**config.mk**
```make
export PLATFORM = sky130hd
export DESIGN_NAME = sksl_queue
export DESIGN_NICKNAME = d
export VERILOG_FILES = /design/src/rtl/sksl_pkg.sv /design/src/rtl/sksl_queue.sv
export SDC_FILE = /design/constraint.sdc
export NUM_CORES = 1
export LEC_CHECK = 0
export BUFFER_PORTS_ARGS = -buffer_cell sky130_fd_sc_hd__buf_4
export CAP_MARGIN = 20
export CORE_MARGIN = 8
export CORE_UTILIZATION = 45
export DETAILED_ROUTE_END_ITERATION = 10
export GPL_ROUTABILITY_DRIVEN = 0
export PLACE_DENSITY = 0.7
export SYNTH_ARGS = -nofsm -noshare
export SYNTH_HDL_FRONTEND = slang
export SYNTH_SLANG_ARGS = --single-unit
export TNS_END_PERCENT = 50
```
**constraint.sdc**
```tcl
create_clock -name clock -period 17.7 [get_ports clock]
set_input_delay 0 -clock clock [delete_from_list [all_inputs] [get_ports clock]]
set_output_delay 0 -clock clock [all_outputs]
set_load 0.05 [all_outputs]
```
**src/rtl/sksl_pkg.sv**
```systemverilog
// Shared constants, codes and types of the sorted key set lookup unit.
package sksl_pkg;

   // Key geometry: a key is KEY_WORDS words, word 0 most significant.
   localparam int KEY_WORDS   = 4;
   localparam int WORD_W      = 64;
   localparam int KEY_BITS    = KEY_WORDS * WORD_W;
   localparam int WORD_CNT_W  = (KEY_WORDS > 1) ? $clog2(KEY_WORDS) : 1;

   // Table geometry.
   localparam int TABLE_DEPTH = 1024;
   localparam int ADDR_W      = $clog2(TABLE_DEPTH);
   localparam int CNT_W       = $clog2(TABLE_DEPTH + 1);
   localparam int TOTAL_W     = 11;

   // Command queue between the front and back parts.
   localparam int QUEUE_DEPTH = 2;
   localparam int QPTR_W      = (QUEUE_DEPTH > 1) ? $clog2(QUEUE_DEPTH) : 1;
   localparam int QCNT_W      = $clog2(QUEUE_DEPTH + 1);

   // Stream widths.
   localparam int FUNC_W      = 2;
   localparam int RSP_DATA_W  = 16;

   // Operation codes, used on the request tuser and the response tuser.
   localparam logic [FUNC_W-1:0] FUNC_CLEAR = 2'd0;
   localparam logic [FUNC_W-1:0] FUNC_LOAD  = 2'd1;
   localparam logic [FUNC_W-1:0] FUNC_QUERY = 2'd2;
   localparam logic [FUNC_W-1:0] FUNC_NONE  = 2'd3;

   // One classified command as it travels from front to back.
   typedef struct packed {
      logic [FUNC_W-1:0]   kind;
      logic [KEY_BITS-1:0] key;
   } cmd_type;

endpackage

```
**src/rtl/sksl_queue.sv**
```systemverilog
// Short command queue that decouples the front part from the back part.
module sksl_queue (
   input  logic              clock,
   input  logic              reset,
   input  logic              push_valid,
   output logic              push_ready,
   input  sksl_pkg::cmd_type push_cmd,
   output logic              pop_valid,
   input  logic              pop_ready,
   output sksl_pkg::cmd_type pop_cmd
);
   import sksl_pkg::*;

   cmd_type           entry_ff [QUEUE_DEPTH];
   logic [QPTR_W-1:0] wr_ptr_ff, wr_ptr_in;
   logic [QPTR_W-1:0] rd_ptr_ff, rd_ptr_in;
   logic [QCNT_W-1:0] count_ff, count_in;
   logic              push_fire;
   logic              pop_fire;

   assign push_ready = (count_ff != QCNT_W'(QUEUE_DEPTH));
   assign pop_valid  = (count_ff != '0);
   assign pop_cmd    = entry_ff[rd_ptr_ff];
   assign push_fire  = push_valid && push_ready;
   assign pop_fire   = pop_valid && pop_ready;

   // Pointer and occupancy updates.
   always_comb begin
      wr_ptr_in = wr_ptr_ff;
      rd_ptr_in = rd_ptr_ff;
      count_in  = count_ff;
      if (push_fire) begin
         wr_ptr_in = (wr_ptr_ff == QPTR_W'(QUEUE_DEPTH - 1)) ? '0 : wr_ptr_ff + 1'b1;
      end
      if (pop_fire) begin
         rd_ptr_in = (rd_ptr_ff == QPTR_W'(QUEUE_DEPTH - 1)) ? '0 : rd_ptr_ff + 1'b1;
      end
      if (push_fire && !pop_fire) begin
         count_in = count_ff + 1'b1;
      end else if (pop_fire && !push_fire) begin
         count_in = count_ff - 1'b1;
      end
   end

   always_ff @(posedge clock) begin
      if (reset) begin
         wr_ptr_ff <= '0;
         rd_ptr_ff <= '0;
         count_ff  <= '0;
      end else begin
         wr_ptr_ff <= wr_ptr_in;
         rd_ptr_ff <= rd_ptr_in;
         count_ff  <= count_in;
      end
   end

   // Command storage.
   always_ff @(posedge clock) begin
      if (push_fire) begin
         entry_ff[wr_ptr_ff] <= push_cmd;
      end
   end

endmodule

```
-- Word level (Yosys, flattened, before mapping)
Memory sizes are Yosys's and may differ from the RTL's. A register that Yosys moved wholly into a read port is not among the register bits.
Index checks and enable logic that the tools add are counted.
- memories: 1
- logic and storage cells: 25
- RAM bits: 516
- input bits: 262
- output and inout port bits: 260
- register bits: 4
- memory list (memory ; words ; bits a word ; rd ports ; clocked after Yosys merged registers in ; write ports ; RTL line ; RTL):
    entry_ff ; 2 ; 258 ; 1 ; 1 ; 1 ; sksl_queue.sv:14 ; cmd_type entry_ff [QUEUE_DEPTH];
- reductions and logical operators: 8
- add/subtract/negate cells: 4
- equal/unequal tests: 1
- multiplexer cells: 8
- operator list (cell ; number):
    $mux 1 ; 6
    $logic_and 1x1->1 ; 4
    $mux 2 ; 2
    $reduce_bool 2->1 ; 2
    $add 1x1->1 const B ; 2
    $add 2x1->2 const B ; 1
    $logic_not 1->1 ; 2
    $ne 2x2->1 const B ; 1
    $sub 2x1->2 const B ; 1

-- Logic depth before layout (Yosys ltp)
- word-level depth: 6
- mapped depth: 6
- mapped depth without buffers: 6

-- Worst setup path before layout
No wires, ideal clock.
- path type: register to register
- start point: register count_ff[0]
- end point: memory entry_ff[1][0] in the netlist's numbering (enable)
- data required time: 17.047 ns
- period minus slack after synthesis: 7.589 ns
- slack: 10.111 ns
- path buffers: 0
- setup time: 0.653 ns
- arrival: 6.935 ns
- cell stages (with the launch flop): 3
- cells stage by stage: dfxtp_1 nand2b_1 and3_1
- word-level cells in the longest chain between the ends: 4
- ends and longest elaborated chain (what ; RTL line ; RTL):
    from (decl) ; sksl_queue.sv:17 ; logic [QCNT_W-1:0] count_ff, count_in;
    from (signal assigned) ; sksl_queue.sv:53 ; count_ff <= count_in;
    $ne 2x2->1 ; sksl_queue.sv:21 ; assign push_ready = (count_ff != QCNT_W'(QUEUE_DEPTH));
    via push_ready ; sksl_queue.sv:6 ; output logic push_ready,
    $logic_and 1x1->1 ; sksl_queue.sv:24 ; assign push_fire = push_valid && push_ready;
    $mux 1 ; sksl_queue.sv:59 ; if (push_fire) begin
    $mux 1 (implied by the code) ; sksl_queue.sv:60 ; entry_ff[wr_ptr_ff] <= push_cmd;
    to (decl) ; sksl_queue.sv:14 ;
The timed path passes the listed nets, and every way through them passes these cells.

==> impl_results.md <==
- Full die area: 50700 um2
- IO Port Bufs: 521
- Clock share of power: 24.5%
- Synthesized Nets: 1090
- Register area share after synthesis: 79.2%
- Netlist Area Pre-Place: 19700 um2
- Worst path arrival time: 4000 ps
- Layout overhead on the synthesized area: 44.3%
- MaxCap Viol Count: 0
- Syn avg cell area: 23.8 um2
- Slew Limit Fails: 0
- First-pass GRT wire length: 73900 um
- Data required time of the worst path: 17700 ps
- Htree depth: 2
- Cell area power density: 153 nW/um2
- Class of the most critical setup path: reg2out
- Placed Area: 24100 um2
- # IOs: 522
- Logic pwr share: 38.5%
- Sw Share: 36.3%
- Gr usage total: 19.2%
- Die W: 225 um
- Leakage: 0.0110 uW
- 1st-pass router iterations: 4
- Skew-Pair Late Insertion Delay: 590 ps
- Power Total: 4340 uW
- Clock sink count: 521
- Clock period minus worst slack: 4000 ps
- Worst-margin pin slew: 1090 ps
- Initial antenna violation count: 9
- Vias in the first global route: 12100
- Crit share post-route: 22.6%
- Proportion of layout cells with a drive suffix above 1: 51.2%
- Final setup viols: 0
- Largest net degree at the start of global routing: 119
- Min Hold Slack: 136 ps
- Worst Clk Skew: 24.8 ps
- Setup TNS Final: 0 ps
- Overflow left after global routing: 0
- Outcome: finished, final reports clean
- Design Area, Final: 28400 um2
- DR vias/cell: 4.81
- Worst Hold Class: in2reg
- CTS resizes: 0
- Starting DRT DRC Count: 738
- RSZ-0062 raised after global routing: no
- Clock buffer depth: 3
- Final #Nets: 1909
- M2 GR Usage: 32.8%
- Routed Antenna Nets: 0
- Initial Util: 45.6%
- Clock Pin Slew Worst Setup and Hold Paths: 60 ps
- Commonest non-fill, non-tap cell in the layout: buf_4
- DR DRC count: 0
- Core area: 43200 um2
- DR vias: 11000
- Clock buffer count from CTS: 54
- Post-synthesis register bit count: 521
- Root buf cell: clkbuf_16
- Final HPWL DP: 33000 um
- Slew HR: 27.0%
- Met1 global-route usage: 22.4%
- CTS tree: built
- Fin. Hold Viols: 0
- Startpoint types: flop
- Wire per inst: 22.4 um
- P_sw: 1580 uW
- Worst Setup End Kind: output pin
- Max Freq: 0.250 GHz
- Num rows: 76
- Most frequent cells in the layout: buf_4 (530), edfxtp_1 (516), dlygate4sd3_1 (262), mux2_4 (200), mux2_2 (58)
- Critical path fanouts, max: 59
- Height of the chip: 225 um
- Library cells used by synthesis: 19
- Final WL: 51000 um
- Met3 usage: 6.32%
- YS warnings: 0
- Flop pwr share: 37.0%
- Gr busiest metal: met2
- Internal: 2770 uW
- Synthesized instance count: 827
- Worst vdd ir: 0.182 mV
path summary, 6_finish.rpt:
path	start	endpoint	slack, ps	depth (start not counted)
min	push_cmd[220]	entry_ff[1][220]$_DFFE_PP_	140	2
max reg2reg	count_ff[0]$_SDFFE_PP0P_	entry_ff[0][132]$_DFFE_PP_	13880	5
min reg2reg	rd_ptr_ff$_SDFFE_PP0P_	rd_ptr_ff$_SDFFE_PP0P_	520	2
max	flop	pop_cmd[158]	13700	4
worst max-delay path, stage by stage, from the launching register on:
cell and delay (ps):
dfxtp_4 870, buf_4 870, buf_4 910, mux2_4 380, buf_4 200
metrics by stage:
step,utilization (%),instances,setup WS (ps)
after global routing,65.8,2283,13550
after floorplan,-,827,10110
after CTS,65.7,2274,13670
final,65.8,2283,13700
after detailed placement,55.8,1913,13870
after global placement,55.8,1913,13920
state kept, by name, indices dropped and copies added (netlist names), named ones only:
name and flops:
count_ff 2, entry_ff 516, rd_ptr_ff 1, wr_ptr_ff 1
what timing repair did:
item,in CTS,in global routing
hold buffers,262,0
hold endpoints to repair,521,0
setup endpoints to repair,0,0
setup buffers,0,0
metal layers:
layer / vias to the layer above / share of wire (%)
li1: 4963 / -
met5: - / 0
met1: 5446 / 38
met2: 485 / 50
met3: 80 / 8.8
met4: 0 / 2.9
synth_stat cells (all sizes together):
cell | instances | area (um2)
edfxtp | 516 | 15500
mux2 | 258 | 3660
buf | 29 | 308
dfxtp | 5 | 100
nor2 | 3 | 11.3
xor2 | 3 | 26.3
a21oi | 2 | 10.0
o21ai | 2 | 10.0
a21bo | 1 | 10.0
and2 | 1 | 6.26
and3 | 1 | 6.26
ha | 1 | 12.5
inv | 1 | 3.75
nand2b | 1 | 6.26
nand3b | 1 | 7.51
or2 | 1 | 6.26
or3 | 1 | 6.26
power by group through the flow:
stage	registers [uW]	clock network [uW]	logic, uW
after global routing	1620	1130	1730
after CTS	1610	1080	1680
after floorplan	1640	0	1220
after global placement	1620	0	1620
after detailed placement	1630	0	1620
final	1610	1060	1670
cell type report:
type / count / area [um2]
diodes: 9 / 22.5
clock buffers: 81 / 1550
clock inverters: 18 / 115
fillers: 2836 / 14800
inverters: 1 / 11.3
multi-input cells: 276 / 3780
flip-flops and latches: 521 / 15600
well taps: 585 / 732
repair buffers: 792 / 6600
cell families (layout without fill, tap and decap cells):
logic type	after synthesis	after routing	synth area share (%)
other	0	9	0
xor gates and xnor gates	3	3	0.134
adders and majority gates	1	1	0.0636
and+or+nand+nor	9	9	0.254
buffers and inverters	30	892	1.58
muxes	258	258	18.6
AOI/OAI and AO/OA	5	5	0.153
DFF	521	521	79.2
Note: power is estimated with default switching activity, not from simulation.
