$ cat src/rtl/sksl_pkg.sv
// Shared constants, codes and types of the sorted key set lookup unit.
package sksl_pkg;

   // Key geometry: a key is KEY_WORDS words, word 0 most significant.
   localparam int KEY_WORDS   = 4;
   localparam int WORD_W      = 64;
   localparam int KEY_BITS    = KEY_WORDS * WORD_W;
   localparam int WORD_CNT_W  = (KEY_WORDS > 1) ? $clog2(KEY_WORDS) : 1;

   // Table geometry.
   localparam int TABLE_DEPTH = 1024;
   localparam int ADDR_W      = $clog2(TABLE_DEPTH);
   localparam int CNT_W       = $clog2(TABLE_DEPTH + 1);
   localparam int TOTAL_W     = 11;

   // Command queue between the front and back parts.
   localparam int QUEUE_DEPTH = 2;
   localparam int QPTR_W      = (QUEUE_DEPTH > 1) ? $clog2(QUEUE_DEPTH) : 1;
   localparam int QCNT_W      = $clog2(QUEUE_DEPTH + 1);

   // Stream widths.
   localparam int FUNC_W      = 2;
   localparam int RSP_DATA_W  = 16;

   // Operation codes, used on the request tuser and the response tuser.
   localparam logic [FUNC_W-1:0] FUNC_CLEAR = 2'd0;
   localparam logic [FUNC_W-1:0] FUNC_LOAD  = 2'd1;
   localparam logic [FUNC_W-1:0] FUNC_QUERY = 2'd2;
   localparam logic [FUNC_W-1:0] FUNC_NONE  = 2'd3;

   // One classified command as it travels from front to back.
   typedef struct packed {
      logic [FUNC_W-1:0]   kind;
      logic [KEY_BITS-1:0] key;
   } cmd_type;

endpackage

$ cat src/rtl/sksl_front.sv
// Front part: accepts request items, assembles keys and classifies commands.
module sksl_front (
   input  logic                         clock,
   input  logic                         reset,
   input  logic                         req_tvalid,
   output logic                         req_tready,
   input  logic [sksl_pkg::WORD_W-1:0]  req_tdata,
   input  logic [sksl_pkg::FUNC_W-1:0]  req_tuser,
   output logic                         push_valid,
   input  logic                         push_ready,
   output sksl_pkg::cmd_type            push_cmd
);
   import sksl_pkg::*;

   logic [WORD_CNT_W-1:0] word_cnt_ff, word_cnt_in;
   logic [WORD_W-1:0]     buf_ff [KEY_WORDS];
   logic                  req_fire;
   logic                  is_word;
   logic                  last_word;
   logic [KEY_BITS-1:0]   key;

   // An item is taken whenever the queue has room for a command.
   assign req_tready = push_ready;
   assign req_fire   = req_tvalid && req_tready;
   assign is_word    = (req_tuser == FUNC_LOAD) || (req_tuser == FUNC_QUERY);
   assign last_word  = (word_cnt_ff == WORD_CNT_W'(KEY_WORDS - 1));

   // The completed key: buffered words first, the arriving word last.
   always_comb begin
      key = '0;
      for (int i = 0; i < KEY_WORDS; i++) begin
         key[(KEY_WORDS - 1 - i) * WORD_W +: WORD_W] =
            (word_cnt_ff == WORD_CNT_W'(i)) ? req_tdata : buf_ff[i];
      end
   end

   // A clear, or the word that completes a key, becomes a command.
   assign push_valid    = req_fire && ((req_tuser == FUNC_CLEAR) || (is_word && last_word));
   assign push_cmd.kind = req_tuser;
   assign push_cmd.key  = key;

   // Word position within the key being assembled.
   always_comb begin
      word_cnt_in = word_cnt_ff;
      if (req_fire) begin
         if (req_tuser == FUNC_CLEAR) begin
            word_cnt_in = '0;
         end else if (is_word) begin
            word_cnt_in = last_word ? '0 : word_cnt_ff + 1'b1;
         end
      end
   end

   always_ff @(posedge clock) begin
      if (reset) begin
         word_cnt_ff <= '0;
      end else begin
         word_cnt_ff <= word_cnt_in;
      end
   end

   // Assembly buffer for the leading words of a key.
   always_ff @(posedge clock) begin
      if (req_fire && is_word) begin
         buf_ff[word_cnt_ff] <= req_tdata;
      end
   end

endmodule

$ cat config.mk
export PLATFORM = sky130hd
export DESIGN_NAME = sksl_front
export DESIGN_NICKNAME = d
export VERILOG_FILES = /design/src/rtl/sksl_pkg.sv /design/src/rtl/sksl_front.sv
export SDC_FILE = /design/constraint.sdc
export NUM_CORES = 1
export LEC_CHECK = 0
export ABC_AREA = 1
export BUFFER_PORTS_ARGS = -buffer_cell sky130_fd_sc_hd__buf_2
export CORE_UTILIZATION = 56
export DETAILED_ROUTE_END_ITERATION = 12
export GPL_ROUTABILITY_DRIVEN = 0
export GPL_TIMING_DRIVEN = 0
export PLACE_DENSITY = 0.95
export RECOVER_POWER = 100
export SLEW_MARGIN = 40
export SYNTH_ARGS = -nofsm -noshare
export SYNTH_HDL_FRONTEND = slang
export SYNTH_SLANG_ARGS = --single-unit
$ cat constraint.sdc
create_clock -name clock -period 12.4 [get_ports clock]
set_clock_uncertainty 0.2 [all_clocks]
set_input_delay 1.24 -clock clock [delete_from_list [all_inputs] [get_ports clock]]
set_output_delay 1.24 -clock clock [all_outputs]
set_load 0.01 [all_outputs]
; ---- Yosys cells after proc, flatten, opt, wreduce, memory -nomap -nowiden
; Memory sizes are Yosys's and may differ from the RTL's.
; Index checks and enable logic that the tools add are counted.
; Widths: inputs -> output; s select.
[totals]
reg_bits = 2
ram_bits = 256
elab_cells = 27
mem_count = 1
[memory_table]
columns = name, depth, width, read_ports, rd_ports_with_merged_regs, wr, line
row1 = buf_ff, 4, 64, 4, 0, 1, sksl_front.sv:16  ; logic [WORD_W-1:0] buf_ff [KEY_WORDS];
[classes]
addsub = 1
eq_ne = 5
muxes = 9
reduce_logical = 10
[ops]
columns = op, n
row1 = $mux 64, 4
row2 = $eq 2x2->1 const B, 3
row3 = $mux 2, 3
row4 = $eq 2x1->1 const B, 2
row5 = $logic_and 1x1->1, 4
row6 = $logic_not 2->1, 2
row7 = $add 2x1->2 const B, 1
row8 = $logic_or 1x1->1, 2
row9 = $mux 1, 2
row10 = $reduce_and 2->1, 1
row11 = $reduce_bool 2->1, 1

; ---- Longest topological paths before layout
; Gate-level depths: netlist of the first run.
[logic_depth]
word_depth = 5
depth_mapped = 7

; ---- Worst setup path after synthesis of the first run
; Ideal clock, no wire load.
[synth_timing]
kind = input -> register
from = input port req_tuser[0] in the netlist's numbering
to = memory buf_ff[0][0], enable pin
setup_ns = 0.487
t_arrival_ns = 4.354
slack_ns = 7.359
cell_stages = 4
cell_sequence = inv_1 -> ha_1 -> nand3_1 -> nor2_1
[synth_via]
elab_chain_len = 5
[synth_lines]
columns = item, line
row1 = "start, declared", sksl_front.sv:8  ; input logic [sksl_pkg::FUNC_W-1:0] req_tuser,
row2 = $eq 2x1->1 or $eq 2x2->1 (tied branches), sksl_front.sv:25  ; assign is_word = (req_tuser == FUNC_LOAD) || (req_tuser == FUNC_QUERY);
row3 = $logic_or 1x1->1 (*), sksl_front.sv:25
row4 = $logic_and 1x1->1 (*), sksl_front.sv:64  ; if (req_fire && is_word) begin
row5 = $mux 1 (*), sksl_front.sv:64
row6 = $mux 1 (not written as such) (*), sksl_front.sv:65  ; buf_ff[word_cnt_ff] <= req_tdata;
row7 = "end, declared", sksl_front.sv:16
; Mark *: on every way between the ends. The rest lies on a longest branch, timed or not.

; ---- Final worst setup path of the first run
[layout_timing]
from = input port req_tuser[0] in the netlist's numbering
to = memory buf_ff[2][25], enable pin
; Same word-level chain as after synthesis.

==> key figures, run 1 <==
Run status
  – Status: completed

GRT
  – Initial antenna violation count: 0
  – Number of global-route vias before repair: between 8000 and 9000
  – GRT Overall Usage: 30.2%
  – Pin count of the biggest net entering global routing: 20
  – GRT overflow: 0
  – First-pass GRT wire length: 47000 um

Clocking
  – Post-CTS Hold Fix Bufs: 0
  – Clock buffer depth: 3
  – Cts repair resizes: 0
  – Root Driver: clkbuf_16
  – CTS buffer count: 26
  – Clock Pin Slew Worst Setup and Hold Paths: 0.06 ns
  – Post-CTS setup buffer count: 0
  – # H-tree levels: 1
  – Clock insertion delay at the later pin of the skew report: about 0.52 ns
  – Clock sinks: 258
  – CTS tree: yes

Synthesis
  – Post-synth EDFFs: roughly 260
  – Seq/Total Area, Yosys: just under 70%
  – Synthesis warning total: 0
  – Leading area contributor after synthesis: edfxtp_1
  – Area contributors post-synth: edfxtp_1 (69%), nand2_1 (26%), buf_2 (1.7%), buf_6 (1.0%), buf_4 (0.74%)
  – Mapped Cells: roughly 1100
  – FF+latch count, synth: 258
  – Syn_area_per_cell: ~10 um^2
  – Post-synthesis cell area: between 10000 and 15000 um^2
  – Count leader, synth: nand2_1
  – Area fraction of the dominant cell type after synthesis: 68.6%
  – Top_reg_cell synth: edfxtp_1
  – Cell variety after synth: 13
  – Leading cell types by count after synthesis: nand2_1 (775), edfxtp_1 (256), buf_2 (37)
  – Syn nets: 1200
  – Ys async rst share: 0%

Timing
  – Max-slew violations: 0
  – Final period util: between 30% and 40%
  – Normalized max-slew margin: under 10%
  – Final setup violation count: 0
  – Final Hold Viols: 0
  – Setup repair after global routing missed its margin: false
  – Setup TNS: 0 ns
  – Shortest period the worst path allows: 4.82 ns
  – Worst-Margin Slew: between 1 and 1.5 ns
  – Max Freq: about 0.21 GHz

Critical path
  – Arrival time at the worst endpoint: 4.75 ns
  – Setup crit end kind: flop
  – Critical path class: in2reg
  – Largest stage delay on the critical path: 1.12 ns
  – Slowest cell on crit path: nor2_1
  – Critical path required time: about 12 ns
  – CP Cell Sequence: clkbuf_1, inv_1, ha_1, nand3_1, nor2_1, clkbuf_1, clkbuf_1
  – Reg-to-Reg Start: word_cnt_ff[0]$_SDFFE_PP0P_
  – Cell family with most CP delay: buffers and inverters
  – Crit-path max FO: 18
  – CP most frequent cell: clkbuf_1
  – Worst Setup SP: req_tuser[0]
  – CP startpoint kind: input port
  – Crit path buf inv count: 4

Power
  – Static Leak: approximately 5.7 nW
  – PwrDens: between 100 and 150 nW/um^2
  – Worst VDD drop: around 0.13 mV

Drt
  – Post-DR vias/cell: 5.39
  – Initial DRT Pass Iterations: 7
  – Routed Antenna Nets: 0
  – Final wirelength: roughly 32000 um
  – Vias: 9578
  – WL per Instance: about 18 um
  – Post-route DRC: 0
  – Initial DRC count: ~790

Floorplanning
  – DIE AREA: ~21000 um^2
  – Site Rows: a little over 50
  – Die width: 143 um
  – IO Pins: 330
  – Starting Density: a little under three fifths
  – CORE AREA: between 15000 and 20000 um^2
  – Height of the die: between 100 and 150 um

Final layout
  – Design Area, Final: 13500 um^2
  – Area growth from synthesis to layout: 20.8%
  – Finished Layout Cells: approximately 1800
  – Filler cell count in the final layout: 1546
  – Layout cells sized above 1: approximately 6.5%
  – Nets: about 1600
  – # diodes: 0

Placement
  – HPWL after DPL: between 20000 and 25000 um
  – Port Buf Inserts: approximately 330
  – Placed insts: approximately 1700
  – Dpl cell area: 13500 um^2

Flow run
  – Max Cap Viol: 0

Min path
  – Hold path startpoint: word_cnt_ff[1]$_SDFFE_PP0P_
  – HP Class: reg2reg
==> stage by stage <==
stage	hold WS (ns)	worst slack, ns	power [mW]	utilization (%)
2_1_floorplan	0.355	7.36	1.12	-
3_3_place_gp	0.382	5.38	1.23	67.5
3_5_place_dp	0.414	8.58	1.24	69.0
4_1_cts	0.427	8.58	1.94	72.8
5_1_grt	0.454	7.36	1.97	69.3
6_report	0.429	7.58	1.91	69.3
==> cells in the final DEF, fill, tap and decap left out <==
master	instances
clkbuf_1	343
dfxtp_1	2
clkinv_1	8
edfxtp_1	256
clkinv_2	7
buf_6	4
buf_2	53
nand2_1	775
ha_1	6
clkbuf_16	27
nor2_1	10
clkbuf_4	1
nand3_1	2
inv_2	1
buf_4	5
inv_1	12
o22ai_1	1
==> kinds of logic (layout without fill, tap and decap cells) <==
family / Yosys count / count (layout) / share of synthesized area (%)
adder cells (fa/ha/maj): 6 / 6 / 0.670
AO/OA/AOI/OAI: 1 / 1 / 0.0559
flip-flops: 258 / 258 / 69.0
buffers and inverters: 72 / 461 / 3.87
AND/OR/NAND/NOR: 787 / 787 / 26.4
==> final timing paths <==
kind / slack, ns / to / cells after the start
min: 0.43 / word_cnt_ff[1]$_SDFFE_PP0P_ / 4
max reg2reg: 8.05 / buf_ff[2][25]$_DFFE_PP_ / 7
max: 7.58 / buf_ff[2][25]$_DFFE_PP_ / 7
min reg2reg: 0.43 / word_cnt_ff[1]$_SDFFE_PP0P_ / 4
==> flip-flops by register name (all words and copies together), names as in the netlist <==
| name | cells |
|---|---|
| buf_ff | 256 |
| word_cnt_ff | 2 |
==> routing by layer <==
metal	track usage (%)	part of all wire [%]	vias to the layer above
li1	-	-	4347
met1	38.6	37	4474
met4	11.6	3.9	0
met5	0	0	-
met3	4.63	9.6	100
met2	51.9	50	657
==> worst reg2reg max path: stages (launching register included) <==
cell and delay [ns]:
dfxtp_1 0.34, inv_1 0.11, ha_1 0.17, inv_1 0.05, buf_2 0.19, nor2_1 1.11, clkbuf_1 0.85, clkbuf_1 0.91
==> cell type report <==
cell class / count / area (um^2) / share of cell area, %
plain buffers: 59 / 298 / 2.20
repair buffers: 343 / 1330 / 9.83
clock inverters: 15 / 65.1 / 0.481
flip-flops and latches: 258 / 7730 / 57.1
inverters: 13 / 48.8 / 0.361
well taps: 265 / 332 / 2.45
multi-input cells: 794 / 3040 / 22.5
clock buffers: 31 / 691 / 5.10
==> report_power, final <==
| part | total (mW) | leakage (nW) | internal [mW] | switching (mW) |
|---|---|---|---|---|
| Combinational | 0.228 | 2.97 | 0.0602 | 0.168 |
| Clock | 0.706 | 0.377 | 0.393 | 0.313 |
| Sequential | 0.977 | 2.33 | 0.974 | 0.00332 |
| Total | 1.91 | 5.67 | 1.43 | 0.484 |
(Power assumes the default switching activity.)
==> run 2, diff against run 1 <==
Settings changed: ABC_AREA 1 to 0, CORE_UTILIZATION 56 to 52, PLACE_DENSITY 0.95 to 0.9.
Clock period 12.4 ns to 4.6 ns, I/O delays scaled along.
==> run 2 against run 1 <==
Compared with the run above: the flow now finishes with violations (capacitance limit, slew limit); register-to-register slack lost 6.9 ns; critical endpoint is now push_cmd[152]; clock-buffer cell count increased by 5; global-route usage decreased by 5.9 points; design area is 1.8% higher; largest power group unchanged; sequential cell count is the same; setup slack worse by 6.5 ns; via count is 29% lower; utilization shrank 2.1 points; worst hold slack got worse by 0.38 ns.
==> key figures, run 2 <==
Clocking
  – Clock buffer depth: 3 (unchanged)
  – # H-tree levels: 1 (unchanged)
  – CTS tree: yes (unchanged)
  – Cts repair resizes: 0 (unchanged)
  – Root Driver: clkbuf_16 (unchanged)
  – Clock insertion delay at the later pin of the skew report: 0.52 ns (about the same)
  – Clock Pin Slew Worst Setup and Hold Paths: 0.06 ns (about the same)
  – CTS buffer count: 26 (unchanged)
  – Clock sinks: 258 (unchanged)

Final layout
  – Top Registers: buf_ff x256, word_cnt_ff x2 (unchanged)
  – Largest register FFs: 256 (unchanged)
  – Area growth from synthesis to layout: 24.9% (was 20.8%)
  – Nets: 1038 (was 1571)
  – Reg with most FFs: buf_ff (unchanged)
  – Final Util: 67.2% (was 69.3%)
  – # diodes: 0 (unchanged)
  – Layout cells sized above 1: 33.5% (was 6.48%)
  – Most frequent cells in the layout: clkbuf_1 (329), edfxtp_1 (256), mux2_2 (248) (was nand2_1 (775), clkbuf_1 (343), edfxtp_1 (256))
  – Most common cell after layout, fill and taps aside: clkbuf_1 (was nand2_1)

Critical path
  – Setup crit end kind: output pin (was flop)
  – Cell family with most CP delay: buffers and inverters (unchanged)
  – Arrival time at the worst endpoint: 2.90 ns (was 4.75 ns)
  – Slowest cell on crit path: clkbuf_1 (was nor2_1)
  – Reg2Reg Setup Slack: 1.13 ns (was 8.05 ns)
  – CP Cell Sequence: ha_1, clkbuf_1, clkbuf_1, mux2_2, clkbuf_1 (was clkbuf_1, inv_1, ha_1, nand3_1, nor2_1, clkbuf_1, clkbuf_1)
  – Crit path buf inv count: 3 (was 4)
  – Largest stage delay on the critical path: 0.62 ns (was 1.12 ns)
  – Critical path class: reg2out (was in2reg)
  – CP startpoint kind: flop (was input port)
  – CP most frequent cell: clkbuf_1 (unchanged)
  – Critical path required time: 3.94 ns (was 12.33 ns)
  – Crit-path max FO: 10 (was 18)

Floorplanning
  – IO Pins: 330 (unchanged)
  – Starting Density: 53.8% (was 57.3%)
  – Site Rows: 52 (was 51)
  – DIE AREA: 21800 um^2 (was 20600 um^2)
  – Height of the die: 148 um (was 143 um)
  – Die width: 148 um (was 143 um)
  – CORE AREA: 20500 um^2 (was 19500 um^2)

Placement
  – Port Buf Inserts: 329 (unchanged)
  – HPWL after DPL: 16600 um (was 21900 um)

Run status
  – Status: complete, but fails checks (was completed)
  – Violated checks: capacitance limit, slew limit

Synthesis
  – Cell variety after synth: 18 (was 13)
  – Synthesis warning total: 0 (unchanged)
  – Post-synthesis cell area: 11000 um^2 (was 11200 um^2)
  – Seq/Total Area, Yosys: 70.1% (was 69.0%)
  – FF+latch count, synth: 258 (unchanged)
  – Area fraction of the dominant cell type after synthesis: 69.7% (was 68.6%)
  – Syn_area_per_cell: 19.3 um^2 (was 9.96 um^2)
  – Area contributors post-synth: edfxtp_1 (70%), mux2_2 (26%), buf_4 (1.3%), ha_1 (0.68%), buf_6 (0.41%) (was edfxtp_1 (69%), nand2_1 (26%), buf_2 (1.7%), buf_6 (1.0%), buf_4 (0.74%))
  – Mapped Cells: 570 (was 1124)
  – Ys async rst share: 0% (unchanged)
  – Leading cell types by count after synthesis: edfxtp_1 (256), mux2_2 (256), buf_4 (19) (was nand2_1 (775), edfxtp_1 (256), buf_2 (37))
  – Syn nets: 646 (was 1200)
  – Top_reg_cell synth: edfxtp_1 (unchanged)
  – Leading area contributor after synthesis: edfxtp_1 (unchanged)
  – Post-synth EDFFs: 256 (unchanged)

Drt
  – Vias: 6802 (was 9578)
  – Final wirelength: 27100 um (was 32300 um)
  – Initial DRC count: 303 (was 789)
  – Post-DR vias/cell: 5.44 (was 5.39)
  – Initial DRT Pass Iterations: 4 (was 7)
  – Routed Antenna Nets: 0 (unchanged)
  – WL per Instance: 21.6 um (was 18.2 um)
  – Post-route DRC: 0 (unchanged)

Timing
  – Worst-Margin Slew: 1.83 ns (was 1.44 ns)
  – Max Freq: about 0.28 GHz
  – Final setup violation count: 0 (unchanged)
  – Shortest period the worst path allows: roughly 3.6 ns
  – Setup TNS: 0 ns (unchanged)
  – Max-slew violations: 51 (was 0)
  – Normalized max-slew margin: -21.9% (was 3.62%)
  – Setup repair after global routing missed its margin: false (unchanged)
  – Final period util: a little under 80%
  – Final Hold Viols: 0 (unchanged)

GRT
  – Pin count of the biggest net entering global routing: 37 (was 20)
  – Initial antenna violation count: 0 (unchanged)
  – GRT Overall Usage: 24.2% (was 30.2%)
  – Number of global-route vias before repair: 7018 (was 8787)
  – First-pass GRT wire length: 40000 um (was 47000 um)
  – GRT overflow: 0 (unchanged)

Power
  – PwrDens: 366 nW/um^2 (was 141 nW/um^2)
  – Worst VDD drop: 0.373 mV (was 0.133 mV)
  – Static Leak: 4.49 nW (was 5.67 nW)

Min path
  – HP Class: in2reg (was reg2reg)

Flow run
  – Max Cap Viol: 2 (was 0)
==> run 2: cell count changes in the layout (fill, tap and decap cells not counted), moves of 3 or more <==
cell,previous run,this run
nor2_1,10,1
nand2_1,775,1
dlygate4sd3_1,0,30
buf_12,0,5
buf_2,53,34
clkinv_2,7,3
mux2_1,0,8
buf_6,4,1
clkinv_1,8,5
mux2_2,0,248
inv_1,12,4
clkbuf_1,343,329
==> run 2: logic make-up after synthesis <==
family	count (synthesis)	share of synthesized area, %
buffers and inverters	35	2.20
AO/OA/AOI/OAI	1	0.0453
multiplexers	258	26.3
AND/OR/NAND/NOR	12	0.692
flip-flops	258	70.1
adder cells (fa/ha/maj)	6	0.681
==> run 2: final cells by class <==
type	count	area, um^2
Fill cell	1527	6720
Clock inverter	11	101
Multi-Input combinational cell	277	3060
Buffer	31	144
Timing Repair Buffer	364	1680
Tap cell	270	338
Clock buffer	36	709
Inverter	4	15.0
Sequential cell	258	7730
==> run 2: power by group <==
group / switching, mW / total [mW] / internal, mW
sequential: 0.00710 / 2.63 / 2.62
clock: 0.835 / 2.02 / 1.18
combinational: 0.237 / 0.399 / 0.161
==> run 2: what timing repair did <==
action	4_1_cts	5_1_grt
setup buffers	0	0
hold buffers	30	0
setup endpoints to repair	0	0
hold endpoints to repair	108	0
==> run 2: metal layers <==
| layer | vias up | GRT usage (%) | part of all wire [%] |
|---|---|---|---|
| met2 | 303 | 42.0 | 51 |
| met3 | 42 | 4.94 | 7.0 |
| li1 | 3030 | - | - |
| met1 | 3427 | 30.8 | 40 |
| met5 | - | 0 | 0 |
| met4 | 0 | 7.22 | 2.1 |
==> run 2: metrics by stage <==
| step | total power, mW | area (um^2) | hold slack, ns | std cells | setup slack (ns) |
|---|---|---|---|---|---|
| global route | 5.19 | 13800 | 0.0659 | 1251 | 0.847 |
| floorplan | 2.88 | 11000 | 0.281 | 570 | 1.52 |
| finish | 5.04 | 13800 | 0.0541 | 1251 | 1.04 |
| global placement | 3.07 | 13000 | 0.299 | 1169 | 0.0998 |
| CTS | 5.11 | 14200 | 0.000370 | 1251 | 1.64 |
| detailed placement | 3.08 | 13100 | 0.323 | 1174 | 2.02 |
==> run 2: final timing paths <==
path	start	to	depth (start not counted)
hold / removal	reset	word_cnt_ff[0]$_SDFFE_PP0P_	3
setup reg to reg	word_cnt_ff[0]$_SDFFE_PP0P_	buf_ff[0][27]$_DFFE_PP_	6
hold reg to reg	word_cnt_ff[1]$_SDFFE_PP0P_	word_cnt_ff[1]$_SDFFE_PP0P_	2
setup / recovery	word_cnt_ff[0]$_SDFFE_PP0P_	push_cmd[152]	5
==> run 2: tightest hold or removal path: cells and delay by family <==
kind                   cells  cell delay (ns)
buffers and inverters      1             0.11
multiplexers               1             0.05
AND/OR/NAND/NOR            1             0.10
==> run 3, diff against run 2 <==
Settings changed: ABC_AREA 0 to 1, CORE_UTILIZATION 52 to 47, PLACE_DENSITY 0.9 to 0.87.
Clock period 4.6 ns to 3 ns, I/O delays scaled along.
==> run 3 against run 2 <==
Compared with the run above: first-iteration DRC count rose to 3.3 times the previous value; design area up 6.4%; clock power up 59%; register-to-register slack worse by 0.89 ns; sequential cell count unchanged; via count up 45%; setup slack worse by 0.86 ns; clock-buffer cell count unchanged; the flow now finishes without violations; global-route usage up 4.0 points; highest routed layer unchanged; cell count up 53%; sequential share of layout area down 3.4 points.
==> key figures, run 3 (synthesized netlist as in run 1, its figures left out) <==
Run status
  – Status: completed (was complete, but fails checks)

Clocking
  – # H-tree levels: 1 (unchanged)
  – Clock buffer depth: 3 (unchanged)
  – Post-CTS setup buffer count: 0 (unchanged)
  – Post-CTS Hold Fix Bufs: 69 (was 30)
  – Clock insertion delay at the later pin of the skew report: 0.53 ns (was 0.52 ns)
  – Cts repair resizes: 0 (unchanged)
  – Root Driver: clkbuf_16 (unchanged)
  – CTS tree: yes (unchanged)
  – Clock Pin Slew Worst Setup and Hold Paths: 0.06 ns (about the same)
  – CTS buffer count: 28 (was 26)
  – Clock sinks: 258 (unchanged)

Final layout
  – Design Area, Final: 14700 um^2 (was 13800 um^2)
  – Top Registers: buf_ff x256, word_cnt_ff x2 (unchanged)
  – Area growth from synthesis to layout: 30.9% (was 24.9%)
  – # diodes: 0 (unchanged)
  – Reg with most FFs: buf_ff (unchanged)
  – Most frequent cells in the layout: nand2_1 (775), clkbuf_1 (291), edfxtp_1 (256) (was clkbuf_1 (329), edfxtp_1 (256), mux2_2 (248))
  – Layout cells sized above 1: 10.0% (was 33.5%)
  – Largest register FFs: 256 (unchanged)
  – Nets: 1644 (was 1038)
  – Most common cell after layout, fill and taps aside: nand2_1 (was clkbuf_1)

Drt
  – Initial DRT Pass Iterations: 7 (was 4)
  – Routed Antenna Nets: 0 (unchanged)
  – Final wirelength: 35300 um (was 27100 um)
  – Post-DR vias/cell: 5.17 (was 5.44)
  – Post-route DRC: 0 (unchanged)
  – Initial DRC count: 1001 (was 303)
  – WL per Instance: 18.5 um (was 21.6 um)
  – Vias: 9862 (was 6802)

Placement
  – Post-place setup slack: 0.476 ns (was 2.02 ns)
  – Dpl cell area: 13600 um^2 (was 13100 um^2)
  – Port Buf Inserts: 329 (unchanged)
  – HPWL after DPL: 22000 um (was 16600 um)

Floorplanning
  – DIE AREA: 24400 um^2 (was 21800 um^2)
  – Starting Density: 47.9% (was 53.8%)
  – CORE AREA: 23400 um^2 (was 20500 um^2)
  – IO Pins: 330 (unchanged)
  – Height of the die: 156 um (was 148 um)
  – Site Rows: 56 (was 52)
  – Die width: 156 um (was 148 um)

GRT
  – First-pass GRT wire length: 52600 um (was 40000 um)
  – Pin count of the biggest net entering global routing: 21 (was 37)
  – GRT Overall Usage: 28.2% (was 24.2%)
  – Initial antenna violation count: 0 (unchanged)
  – GRT overflow: 0 (unchanged)
  – Number of global-route vias before repair: 9596 (was 7018)

Critical path
  – Crit-path max FO: 10 (unchanged)
  – Cell family with most CP delay: buffers and inverters (unchanged)
  – Critical path required time: 2.50 ns (was 3.94 ns)
  – Arrival time at the worst endpoint: 2.32 ns (was 2.90 ns)
  – Setup crit end kind: output pin (unchanged)
  – Critical path class: reg2out (unchanged)
  – Crit path buf inv count: 4 (was 3)
  – CP Cell Sequence: inv_1, ha_1, buf_4, clkbuf_1, nand2_1, nand2_1, clkbuf_1 (was ha_1, clkbuf_1, clkbuf_1, mux2_2, clkbuf_1)
  – CP startpoint kind: flop (unchanged)
  – Largest stage delay on the critical path: 0.46 ns (was 0.62 ns)
  – Slowest cell on crit path: clkbuf_1 (unchanged)

Timing
  – Setup repair after global routing missed its margin: false (unchanged)
  – Worst-Margin Slew: 1.04 ns (was 1.83 ns)
  – Normalized max-slew margin: 30.5% (was -21.9%)
  – Final Hold Viols: 0 (unchanged)
  – Max Freq: approximately 0.35 GHz
  – Final setup violation count: 0 (unchanged)
  – Hold Slack: 0.0957 ns (was 0.0541 ns)
  – Setup TNS: 0 ns (unchanged)
  – Max-slew violations: 0 (was 51)
  – Shortest period the worst path allows: around 2.8 ns
  – Final period util: between 90% and 100%
  – Final WS setup: 0.177 ns (was 1.04 ns)

Power
  – Power consumption: 8.32 mW (was 5.04 mW)
  – Static Leak: 6.25 nW (was 4.49 nW)
  – Worst VDD drop: 0.535 mV (was 0.373 mV)
  – PwrDens: 568 nW/um^2 (was 366 nW/um^2)

Min path
  – HP Class: in2reg (unchanged)

Flow run
  – Max Cap Viol: 0 (was 2)
==> run 3: cell types whose count changed in the layout (fill, tap and decap cells not counted), moves of 4 or more <==
cell,delta
buf_8,+4
buf_16,+6
dlygate4sd3_1,+39
nor2_1,+7
nand2_1,+774
clkbuf_2,+23
buf_2,+41
mux2_2,-248
clkbuf_1,-38
buf_12,-5
inv_1,+9
mux2_1,-8
==> run 3: routing by layer <==
layer  track usage, %  part of all wire [%]  vias up
li1                 -                     -     4500
met1             34.9                    37     4604
met2             49.3                    50      634
met3             4.57                   8.4      124
met4             11.4                   3.9        0
met5                0                     0        -
==> run 3: worst paths after layout <==
path                                       to  slack (ns)                   startpoint  cells after the start
setup / recovery                push_cmd[248]        0.18  word_cnt_ff[0]$_SDFFE_PP0P_                      7
setup reg to reg      buf_ff[3][15]$_DFFE_PP_        0.24  word_cnt_ff[0]$_SDFFE_PP0P_                      5
hold / removal    word_cnt_ff[0]$_SDFFE_PP0P_         0.1                   push_ready                      5
hold reg to reg   word_cnt_ff[0]$_SDFFE_PP0P_        0.54  word_cnt_ff[0]$_SDFFE_PP0P_                      5
==> run 3: tightest hold or removal path, stage by stage <==
cell and delay (ns):
buf_2 0.12, nand3_1 0.14, nand2_1 0.10, nand2_1 0.08
nor2_1 0.04
==> run 3: stage by stage <==
stage,util (%),cells
finish,62.6,1908
CTS,64.9,1908
floorplan,-,1124
detailed placement,58.3,1788
global route,62.6,1908
global placement,56.6,1772
==> run 3: power by group <==
| group | switching, mW | total, mW | internal, mW | leakage [nW] |
|---|---|---|---|---|
| Clock | 1.38 | 3.22 | 1.85 | 0.415 |
| Combinational | 0.732 | 1.06 | 0.330 | 3.50 |
| Sequential | 0.0141 | 4.04 | 4.02 | 2.33 |
==> run 3: cell type report <==
cell class / count / area (um^2)
Fill cell: 1940 / 8740
Sequential cell: 258 / 7730
Multi-Input combinational cell: 794 / 3050
Timing Repair Buffer: 414 / 2240
Clock buffer: 36 / 752
Tap cell: 319 / 399
Buffer: 59 / 334
Clock inverter: 15 / 101
Inverter: 13 / 48.8
